### src/hdl/amir_pkg.sv
// Shared types, codes and microprogram of the area moment interaction row unit.
`timescale 1ns / 1ps
`default_nettype none
package amir_pkg;

   localparam int AMIR_FRAC_BITS = 16;
   localparam int NUM_SLOTS      = 13;
   localparam int RF_DEPTH       = 37;
   localparam int PC_WIDTH       = 7;
   localparam int SRC_WIDTH      = 6;

   typedef logic [SRC_WIDTH-1:0] src_type;
   typedef logic [PC_WIDTH-1:0]  pc_type;

   typedef enum logic [3:0] {
      OP_MUL   = 4'd0,
      OP_ADD   = 4'd1,
      OP_SUB   = 4'd2,
      OP_DIV   = 4'd3,
      OP_TSTZ  = 4'd4,
      OP_JERR  = 4'd5,
      OP_JDISC = 4'd6,
      OP_JMP   = 4'd7,
      OP_OUT   = 4'd8
   } opcode_type;

   localparam logic [2:0] COL_VX = 3'd0;
   localparam logic [2:0] COL_VY = 3'd1;
   localparam logic [2:0] COL_VZ = 3'd2;
   localparam logic [2:0] COL_WX = 3'd3;
   localparam logic [2:0] COL_WY = 3'd4;
   localparam logic [2:0] COL_WZ = 3'd5;

   localparam logic [1:0] CSR_PLANE_A  = 2'd0;
   localparam logic [1:0] CSR_PLANE_B  = 2'd1;
   localparam logic [1:0] CSR_PLANE_C  = 2'd2;
   localparam logic [1:0] CSR_DISCRETE = 2'd3;

   // moment slots
   localparam src_type S_M00  = 6'd0;
   localparam src_type S_MU10 = 6'd1;
   localparam src_type S_MU01 = 6'd2;
   localparam src_type S_MU11 = 6'd3;
   localparam src_type S_MU20 = 6'd4;
   localparam src_type S_MU02 = 6'd5;
   localparam src_type S_MU21 = 6'd6;
   localparam src_type S_MU12 = 6'd7;
   localparam src_type S_MU30 = 6'd8;
   localparam src_type S_MU03 = 6'd9;
   localparam src_type S_XG   = 6'd10;
   localparam src_type S_YG   = 6'd11;
   localparam src_type S_AN   = 6'd12;
   // scratch registers
   localparam src_type R_XN  = 6'd13;
   localparam src_type R_YN  = 6'd14;
   localparam src_type R_TA  = 6'd15;
   localparam src_type R_N11 = 6'd16;
   localparam src_type R_N20 = 6'd17;
   localparam src_type R_N02 = 6'd18;
   localparam src_type R_E01 = 6'd19;
   localparam src_type R_E10 = 6'd20;
   localparam src_type R_E11 = 6'd21;
   localparam src_type R_E02 = 6'd22;
   localparam src_type R_E20 = 6'd23;
   localparam src_type R_E12 = 6'd24;
   localparam src_type R_E21 = 6'd25;
   localparam src_type R_E03 = 6'd26;
   localparam src_type R_E30 = 6'd27;
   localparam src_type R_T1  = 6'd28;
   localparam src_type R_T2  = 6'd29;
   localparam src_type R_T3  = 6'd30;
   localparam src_type R_T4  = 6'd31;
   localparam src_type R_V0  = 6'd32;
   localparam src_type R_V1  = 6'd33;
   localparam src_type R_V2  = 6'd34;
   localparam src_type R_V3  = 6'd35;
   localparam src_type R_V4  = 6'd36;
   // operand sources outside the register file
   localparam src_type S_CA    = 6'd48;
   localparam src_type S_CB    = 6'd49;
   localparam src_type S_CC    = 6'd50;
   localparam src_type S_ZERO  = 6'd51;
   localparam src_type S_HALF  = 6'd52;
   localparam src_type S_3HALF = 6'd53;
   localparam src_type S_TWO   = 6'd54;
   localparam src_type S_MONE  = 6'd55;

   localparam pc_type L_DISC = 7'd23;
   localparam pc_type L_OUT  = 7'd71;
   localparam pc_type L_ERR  = 7'd77;

   typedef struct packed {
      logic [3:0]         slot;
      logic signed [31:0] moment_value;
      logic               final_item;
   } req_type;

   typedef struct packed {
      logic [2:0]         column;
      logic signed [31:0] row_value;
      logic               row_end;
      logic               divide_error;
   } rsp_type;

   typedef struct packed {
      logic signed [31:0] plane_a;
      logic signed [31:0] plane_b;
      logic signed [31:0] plane_c;
      logic               discrete_mode;
   } cfg_type;

   typedef struct packed {
      opcode_type op;
      src_type    dst;
      src_type    src_a;
      src_type    src_b;
      pc_type     target;
      logic [2:0] column;
      logic       last;
   } ucode_type;

   typedef struct packed {
      logic      rd;
      logic      wr_alu;
      logic      div_start;
      logic      wr_div;
      logic      tst;
      logic      clr_err;
      logic      out_load;
      ucode_type word;
   } ctrl_type;

   typedef struct packed {
      logic err;
      logic div_done;
      logic out_free;
   } stat_type;

   function automatic ucode_type mk(opcode_type op, src_type dst, src_type a, src_type b);
      ucode_type w;
      w        = '0;
      w.op     = op;
      w.dst    = dst;
      w.src_a  = a;
      w.src_b  = b;
      return w;
   endfunction

   function automatic ucode_type mkj(opcode_type op, pc_type target);
      ucode_type w;
      w        = '0;
      w.op     = op;
      w.src_a  = S_ZERO;
      w.src_b  = S_ZERO;
      w.target = target;
      return w;
   endfunction

   function automatic ucode_type mko(src_type a, logic [2:0] column, logic last);
      ucode_type w;
      w        = '0;
      w.op     = OP_OUT;
      w.src_a  = a;
      w.src_b  = S_ZERO;
      w.column = column;
      w.last   = last;
      return w;
   endfunction

   function automatic ucode_type rom_word(pc_type pc);
      ucode_type w;
      case (pc)
         7'd0:  w = mk(OP_MUL, R_XN, S_AN, S_XG);
         7'd1:  w = mk(OP_MUL, R_YN, S_AN, S_YG);
         7'd2:  w = mk(OP_ADD, R_TA, S_MU20, S_MU02);
         7'd3:  w = mk(OP_TSTZ, R_T1, S_M00, S_ZERO);
         7'd4:  w = mk(OP_TSTZ, R_T1, R_TA, S_ZERO);
         7'd5:  w = mkj(OP_JERR, L_ERR);
         7'd6:  w = mkj(OP_JDISC, L_DISC);
         // dense object
         7'd7:  w = mk(OP_MUL, R_T1, S_CA, S_AN);
         7'd8:  w = mk(OP_MUL, R_V0, R_T1, S_HALF);
         7'd9:  w = mk(OP_MUL, R_T1, S_CB, S_AN);
         7'd10: w = mk(OP_MUL, R_V1, R_T1, S_HALF);
         7'd11: w = mk(OP_MUL, R_T1, S_AN, S_CC);
         7'd12: w = mk(OP_SUB, R_T1, S_ZERO, R_T1);
         7'd13: w = mk(OP_MUL, R_T2, S_3HALF, S_CA);
         7'd14: w = mk(OP_MUL, R_T2, R_T2, R_XN);
         7'd15: w = mk(OP_SUB, R_T1, R_T1, R_T2);
         7'd16: w = mk(OP_MUL, R_T2, S_3HALF, S_CB);
         7'd17: w = mk(OP_MUL, R_T2, R_T2, R_YN);
         7'd18: w = mk(OP_SUB, R_V2, R_T1, R_T2);
         7'd19: w = mk(OP_MUL, R_T1, S_3HALF, R_YN);
         7'd20: w = mk(OP_SUB, R_V3, S_ZERO, R_T1);
         7'd21: w = mk(OP_MUL, R_V4, S_3HALF, R_XN);
         7'd22: w = mkj(OP_JMP, L_OUT);
         // discrete point set
         7'd23: w = mk(OP_DIV, R_N11, S_MU11, S_M00);
         7'd24: w = mk(OP_DIV, R_N20, S_MU20, S_M00);
         7'd25: w = mk(OP_DIV, R_N02, S_MU02, S_M00);
         7'd26: w = mk(OP_DIV, R_E01, S_MU01, R_TA);
         7'd27: w = mk(OP_DIV, R_E10, S_MU10, R_TA);
         7'd28: w = mk(OP_DIV, R_E11, S_MU11, R_TA);
         7'd29: w = mk(OP_DIV, R_E02, S_MU02, R_TA);
         7'd30: w = mk(OP_DIV, R_E20, S_MU20, R_TA);
         7'd31: w = mk(OP_DIV, R_E12, S_MU12, R_TA);
         7'd32: w = mk(OP_DIV, R_E21, S_MU21, R_TA);
         7'd33: w = mk(OP_DIV, R_E03, S_MU03, R_TA);
         7'd34: w = mk(OP_DIV, R_E30, S_MU30, R_TA);
         7'd35: w = mk(OP_MUL, R_T1, S_AN, S_CA);
         7'd36: w = mk(OP_MUL, R_T2, S_AN, S_CB);
         7'd37: w = mk(OP_MUL, R_T3, R_T1, R_E20);
         7'd38: w = mk(OP_MUL, R_T4, R_T2, R_E11);
         7'd39: w = mk(OP_ADD, R_V0, R_T3, R_T4);
         7'd40: w = mk(OP_MUL, R_T3, R_T1, R_E11);
         7'd41: w = mk(OP_MUL, R_T4, R_T2, R_E02);
         7'd42: w = mk(OP_ADD, R_V1, R_T3, R_T4);
         7'd43: w = mk(OP_MUL, R_T1, R_N02, R_E01);
         7'd44: w = mk(OP_MUL, R_T2, R_N11, R_E10);
         7'd45: w = mk(OP_ADD, R_T1, R_T1, R_T2);
         7'd46: w = mk(OP_SUB, R_T1, R_T1, R_E03);
         7'd47: w = mk(OP_SUB, R_T1, R_T1, R_E21);
         7'd48: w = mk(OP_MUL, R_T1, R_T1, S_AN);
         7'd49: w = mk(OP_MUL, R_T2, R_XN, R_E11);
         7'd50: w = mk(OP_SUB, R_T1, R_T1, R_T2);
         7'd51: w = mk(OP_SUB, R_T2, S_MONE, R_E02);
         7'd52: w = mk(OP_MUL, R_T2, R_T2, R_YN);
         7'd53: w = mk(OP_ADD, R_V3, R_T1, R_T2);
         7'd54: w = mk(OP_ADD, R_T1, R_E12, R_E30);
         7'd55: w = mk(OP_MUL, R_T2, R_N11, R_E01);
         7'd56: w = mk(OP_SUB, R_T1, R_T1, R_T2);
         7'd57: w = mk(OP_MUL, R_T2, R_N20, R_E10);
         7'd58: w = mk(OP_SUB, R_T1, R_T1, R_T2);
         7'd59: w = mk(OP_MUL, R_T1, R_T1, S_AN);
         7'd60: w = mk(OP_SUB, R_T2, S_TWO, R_E02);
         7'd61: w = mk(OP_MUL, R_T2, R_T2, R_XN);
         7'd62: w = mk(OP_ADD, R_T1, R_T1, R_T2);
         7'd63: w = mk(OP_MUL, R_T2, R_YN, R_E11);
         7'd64: w = mk(OP_ADD, R_V4, R_T1, R_T2);
         7'd65: w = mk(OP_MUL, R_T1, S_AN, S_CC);
         7'd66: w = mk(OP_SUB, R_T1, S_ZERO, R_T1);
         7'd67: w = mk(OP_MUL, R_T2, S_CB, R_V3);
         7'd68: w = mk(OP_ADD, R_T1, R_T1, R_T2);
         7'd69: w = mk(OP_MUL, R_T2, S_CA, R_V4);
         7'd70: w = mk(OP_SUB, R_V2, R_T1, R_T2);
         // emit row
         7'd71: w = mko(R_V0, COL_VX, 1'b0);
         7'd72: w = mko(R_V1, COL_VY, 1'b0);
         7'd73: w = mko(R_V2, COL_VZ, 1'b0);
         7'd74: w = mko(R_V3, COL_WX, 1'b0);
         7'd75: w = mko(R_V4, COL_WY, 1'b0);
         7'd76: w = mko(S_ZERO, COL_WZ, 1'b1);
         // zero divisor
         7'd77: w = mko(S_ZERO, COL_VX, 1'b0);
         7'd78: w = mko(S_ZERO, COL_VY, 1'b0);
         7'd79: w = mko(S_ZERO, COL_VZ, 1'b0);
         7'd80: w = mko(S_ZERO, COL_WX, 1'b0);
         7'd81: w = mko(S_ZERO, COL_WY, 1'b0);
         7'd82: w = mko(S_ZERO, COL_WZ, 1'b1);
         default: w = mkj(OP_JMP, L_ERR);
      endcase
      return w;
   endfunction

endpackage
`default_nettype wire

### src/hdl/amir_sequencer.sv
// Step counter, microcode table and control state machine.
`timescale 1ns / 1ps
`default_nettype none
module amir_sequencer (
   input  logic               clock,
   input  logic               reset,
   input  logic               start,
   input  logic               discrete_mode,
   input  amir_pkg::stat_type  stat,
   output amir_pkg::ctrl_type  ctrl,
   output logic               idle
);
   import amir_pkg::*;

   typedef enum logic [3:0] {
      ST_IDLE = 4'b0001,
      ST_READ = 4'b0010,
      ST_EXEC = 4'b0100,
      ST_DIVW = 4'b1000
   } state_type;

   state_type state_ff, state_in;
   pc_type    pc_ff, pc_in, pc_next;
   ucode_type word;

   assign word    = rom_word(pc_ff);
   assign pc_next = pc_ff + PC_WIDTH'(1);

   always_comb begin
      state_in  = state_ff;
      pc_in     = pc_ff;
      ctrl      = '0;
      ctrl.word = word;
      case (state_ff)
         ST_IDLE: begin
            if (start) begin
               state_in     = ST_READ;
               pc_in        = '0;
               ctrl.clr_err = 1'b1;
            end
         end
         ST_READ: begin
            ctrl.rd  = 1'b1;
            state_in = ST_EXEC;
         end
         ST_EXEC: begin
            case (word.op)
               OP_MUL, OP_ADD, OP_SUB: begin
                  ctrl.wr_alu = 1'b1;
                  pc_in       = pc_next;
                  state_in    = ST_READ;
               end
               OP_TSTZ: begin
                  ctrl.tst = 1'b1;
                  pc_in    = pc_next;
                  state_in = ST_READ;
               end
               OP_DIV: begin
                  ctrl.div_start = 1'b1;
                  state_in       = ST_DIVW;
               end
               OP_JERR: begin
                  pc_in    = stat.err ? word.target : pc_next;
                  state_in = ST_READ;
               end
               OP_JDISC: begin
                  pc_in    = discrete_mode ? word.target : pc_next;
                  state_in = ST_READ;
               end
               OP_JMP: begin
                  pc_in    = word.target;
                  state_in = ST_READ;
               end
               OP_OUT: begin
                  if (stat.out_free) begin
                     ctrl.out_load = 1'b1;
                     pc_in         = pc_next;
                     state_in      = word.last ? ST_IDLE : ST_READ;
                  end
               end
               default: state_in = ST_IDLE;
            endcase
         end
         ST_DIVW: begin
            if (stat.div_done) begin
               ctrl.wr_div = 1'b1;
               pc_in       = pc_next;
               state_in    = ST_READ;
            end
         end
         default: state_in = ST_IDLE;
      endcase
   end

   always_ff @(posedge clock) begin
      if (reset) begin
         state_ff <= ST_IDLE;
         pc_ff    <= '0;
      end else begin
         state_ff <= state_in;
         pc_ff    <= pc_in;
      end
   end

   assign idle = (state_ff == ST_IDLE);
endmodule
`default_nettype wire

### config.mk
export PLATFORM = sky130hd
export DESIGN_NAME = amir_sequencer
export DESIGN_NICKNAME = d
export VERILOG_FILES = /design/src/hdl/amir_pkg.sv /design/src/hdl/amir_sequencer.sv
export SDC_FILE = /design/constraint.sdc
export NUM_CORES = 1
export LEC_CHECK = 0
export BUFFER_PORTS_ARGS = -buffer_cell sky130_fd_sc_hd__buf_4
export CAP_MARGIN = 10
export CORE_MARGIN = 2
export CORE_UTILIZATION = 45
export DETAILED_ROUTE_END_ITERATION = 6
export PLACE_DENSITY_LB_ADDON = 0.05
export SETUP_SLACK_MARGIN = 0.05
export SYNTH_ARGS = -nofsm -noshare
export SYNTH_HDL_FRONTEND = slang
export SYNTH_MEMORY_MAX_BITS = 65536
export SYNTH_SLANG_ARGS = --single-unit
### constraint.sdc
create_clock -name clock -period 4.3 [get_ports clock]
set_input_delay 0.86 -clock clock [delete_from_list [all_inputs] [get_ports clock]]
set_output_delay 0.86 -clock clock [all_outputs]
set_load 0.03 [all_outputs]
==> reports/qor.csv <==
stage,metric,value,unit
outcome,status,finished with violations,
outcome,failing checks,design-rule violations,
grt,first-pass GRT wire length,26850,microns
clock_tree,clk sinks,42,
floorplan,num rows,34,
floorplan,initial core utilization,46.30,%
critical_path,Worst setup EP type,flop,
yosys,Synth Instances,562,
grt,vias in the first global route,4751,
power_and_ir_drop,Power Density,268.1,nW/um^2
detailed_routing,Final ANT Viol Nets,0,
timing,setup violators final,0,
timing,unrepaired setup endpoints after global routing,no,
placement,port bufs,46,
detailed_routing,Initial DRC Count,966,
yosys,Netlist cell types,86,
yosys,number of synthesized flops with an enable pin,0,
critical_path,RR Endpoint,word[12]$_DFF_P_,
final_layout,most frequent cells in the layout,"82 x buf_4, 53 x nand2_1, 51 x a21oi_1",
min_path,worst hold endpoint,state_ff[3]$_SDFFE_PP0P_,
min_path,hold path depth,2,
detailed_routing,DR WL/cell,23.63,microns
timing,Slew @ Worst Pin,0.7841,ns
yosys,asr flop ratio synth,0,%
floorplan,die height,98.73,microns
final_layout,Synth-to-Final Area Change,16.70,%
floorplan,Top Ports,48,
yosys,most used flip-flop cell after synthesis,dfxtp_1,
final_layout,Nets,622,
clock_tree,H-tree levels,2,
clock_tree,CTS tree,yes,
yosys,Post-Syn Nets,578,
critical_path,CP Launch Type,flop,
final_layout,Non-Filler Instances,715,
min_path,type of the most critical hold path,flop to flop,
placement,Post-DP Area,4598,sq um
floorplan,die area,9747,sq um
yosys,register area share after synthesis,20.82,%
grt,Total GRT Usage,34.95,%
min_path,Hold Startpoint,state_ff[3]$_SDFFE_PP0P_,
timing,setup tns final,0,ns
final_layout,"most common cell after layout, fill and taps aside",buf_4,
timing,clk_skew,0.01615,ns
critical_path,reg2reg path depth,13,
timing,Final Hold Viols,0,
power_and_ir_drop,maximum vdd drop,164.7,uV
critical_path,CP Max Fanout,12,
clock_tree,Clock Latency Late Sink,0.31,ns
final_layout,antenna fix cells,0,
detailed_routing,final WL,16890,microns
critical_path,worst setup path class,flop to flop,
critical_path,critical path required time,4.51,ns
clock_tree,clk slew on worst S/H paths,0.10,ns
timing,Peak Freq,251.8,MHz
yosys,synth warn,0,
placement,Final GP Congestion,1.073,
yosys,#FFs+latches synth,42,
clock_tree,Clock Tree Buf Depth,2,
clock_tree,Hold Buf Count CTS,0,
detailed_routing,Vias/cell,7.109,
critical_path,Crit path arrival time,4.18,ns
floorplan,core footprint,8721,sq um
timing,worst relative slew slack,46.70,%
final_layout,FILL cells,835,
yosys,mapped cell area,4038,sq um
grt,initial antenna violation count,0,
grt,total gr overflow,0,
placement,post-DP HPWL,12360,microns
power_and_ir_drop,LEAKAGE,0.001823,uW
floorplan,Die X-Extent,98.73,microns
final_layout,Finished Cell Area,4712,sq um
clock_tree,cts bufs inserted,5,
critical_path,R2R setup slack,0.33,ns
run,max cap viols,0,
yosys,"Avg Cell Area, Syn",7.184,sq um
placement,dpl cells,707,
detailed_routing,total iterations of the first detailed-routing run,7,
clock_tree,Root Driver,clkbuf_8,
timing,Slew Limit Fails,0,
timing,Period minus WS final,3.971,ns
detailed_routing,total number of vias,5083,
critical_path,worst r2r src,state_ff[2]$_SDFFE_PP0P_,
final_layout,layout cells sized above 1,20.92,%
timing,period utilization,92.34,%
detailed_routing,Residual DRC,5,
grt,pin count of the biggest net entering global routing,32,
## synth_stat cells, drive strengths merged, types with 8 or more instances
master	instances	area share, %
o21ai	56	7.7
nand2	54	5.1
nor2	53	5.4
a21oi	51	6.3
dfxtp	42	21
nor3	31	4.0
buf	29	4.4
inv	23	2.1
clkbuf	19	1.8
nand3	18	2.2
o211ai	13	2.4
a211oi	11	2.0
ha	9	2.8
a22oi	8	1.5
## cell families after synthesis
| logic type | count (synthesis) | synth area share (%) |
|---|---|---|
| AOI/OAI and AO/OA | 220 | 38.52 |
| adders and majority gates | 9 | 2.789 |
| muxes | 9 | 2.479 |
| and+or+nand+nor | 207 | 26.43 |
| buffers and inverters | 72 | 8.429 |
| xor gates and xnor gates | 2 | 0.4339 |
| DFF | 42 | 20.82 |
| other | 1 | 0.09288 |
## area by class of cell
| type | count | area, sq um | share of cell area (%) |
|---|---|---|---|
| timing repair buffer | 85 | 675.6 | 14.34 |
| sequential | 42 | 840.8 | 17.84 |
| clock buffer | 6 | 72.57 | 1.540 |
| clock inverter | 2 | 37.54 | 0.7966 |
| tap | 108 | 135.1 | 2.868 |
| multi-input combinational | 448 | 2860 | 60.70 |
| inverter | 24 | 90.09 | 1.912 |
## report_power, final
group	total [uW]	internal, uW	switching (uW)
combinational	489	172	317
clock	327	174	153
sequential	447	414	33.3
## worst max-delay path: stages (launching register included)
cell,delay [ns]
dfxtp_1,0.55
or4b_4,0.61
nor3_1,0.38
a32oi_1,0.17
a21oi_1,0.31
nand2_1,0.14
inv_1,0.12
buf_4,0.21
ha_1,0.35
inv_1,0.19
mux2i_1,0.18
o22ai_1,0.10
a221o_1,0.37
o22a_1,0.20
## metal layers
layer,up-vias,share of wire (%),global-route usage [%]
li1,2203,-,-
met1,2312,40,48.08
met2,442,40,48.30
met3,126,14,12.91
met4,0,6.0,16.23
met5,-,0,0
## flip-flops by register name, summed over array words and instances (netlist names)
name,count
word,31
state_ff,4
pc_ff,7
## per-stage QoR
| stage | total power, uW | hold WS (ns) | setup WS [ns] | utilization, % |
|---|---|---|---|---|
| 6_report | 1263 | 0.6921 | 0.3292 | 54.03 |
| 5_1_grt | 1313 | 0.7668 | 0.1624 | 54.03 |
| 4_1_cts | 1241 | 0.6804 | 0.3112 | 53.99 |
| 3_5_place_dp | 921.1 | 0.6735 | 0.3235 | 52.73 |
| 3_3_place_gp | 925.7 | 0.6500 | 0.3062 | 52.73 |
| 2_1_floorplan | 750.1 | 0.6519 | 0.4833 | - |
## worst max-delay path by stage
| stage | cells after the start | startpoint | endpoint | slack, ns |
|---|---|---|---|---|
| 2_1_floorplan | 14 | start | word[15]$_DFF_P_ | 0.48 |
| 3_3_place_gp | 13 | state_ff[1]$_SDFFE_PP0P_ | word[12]$_DFF_P_ | 0.31 |
| 3_5_place_dp | 13 | state_ff[2]$_SDFFE_PP0P_ | word[12]$_DFF_P_ | 0.32 |
| 4_1_cts | 13 | state_ff[2]$_SDFFE_PP0P_ | word[12]$_DFF_P_ | 0.31 |
| 5_1_grt | 13 | state_ff[2]$_SDFFE_PP0P_ | word[25]$_DFF_P_ | 0.16 |
| 6_report | 13 | state_ff[2]$_SDFFE_PP0P_ | word[12]$_DFF_P_ | 0.33 |
## what timing repair did
| action | 4_1_cts | 5_1_grt |
|---|---|---|
| setup buffers | 0 | 0 |
| resized for setup | 0 | 1 |
| setup endpoints to repair | 0 | 4 |
Power figures use the tool's default switching activity.
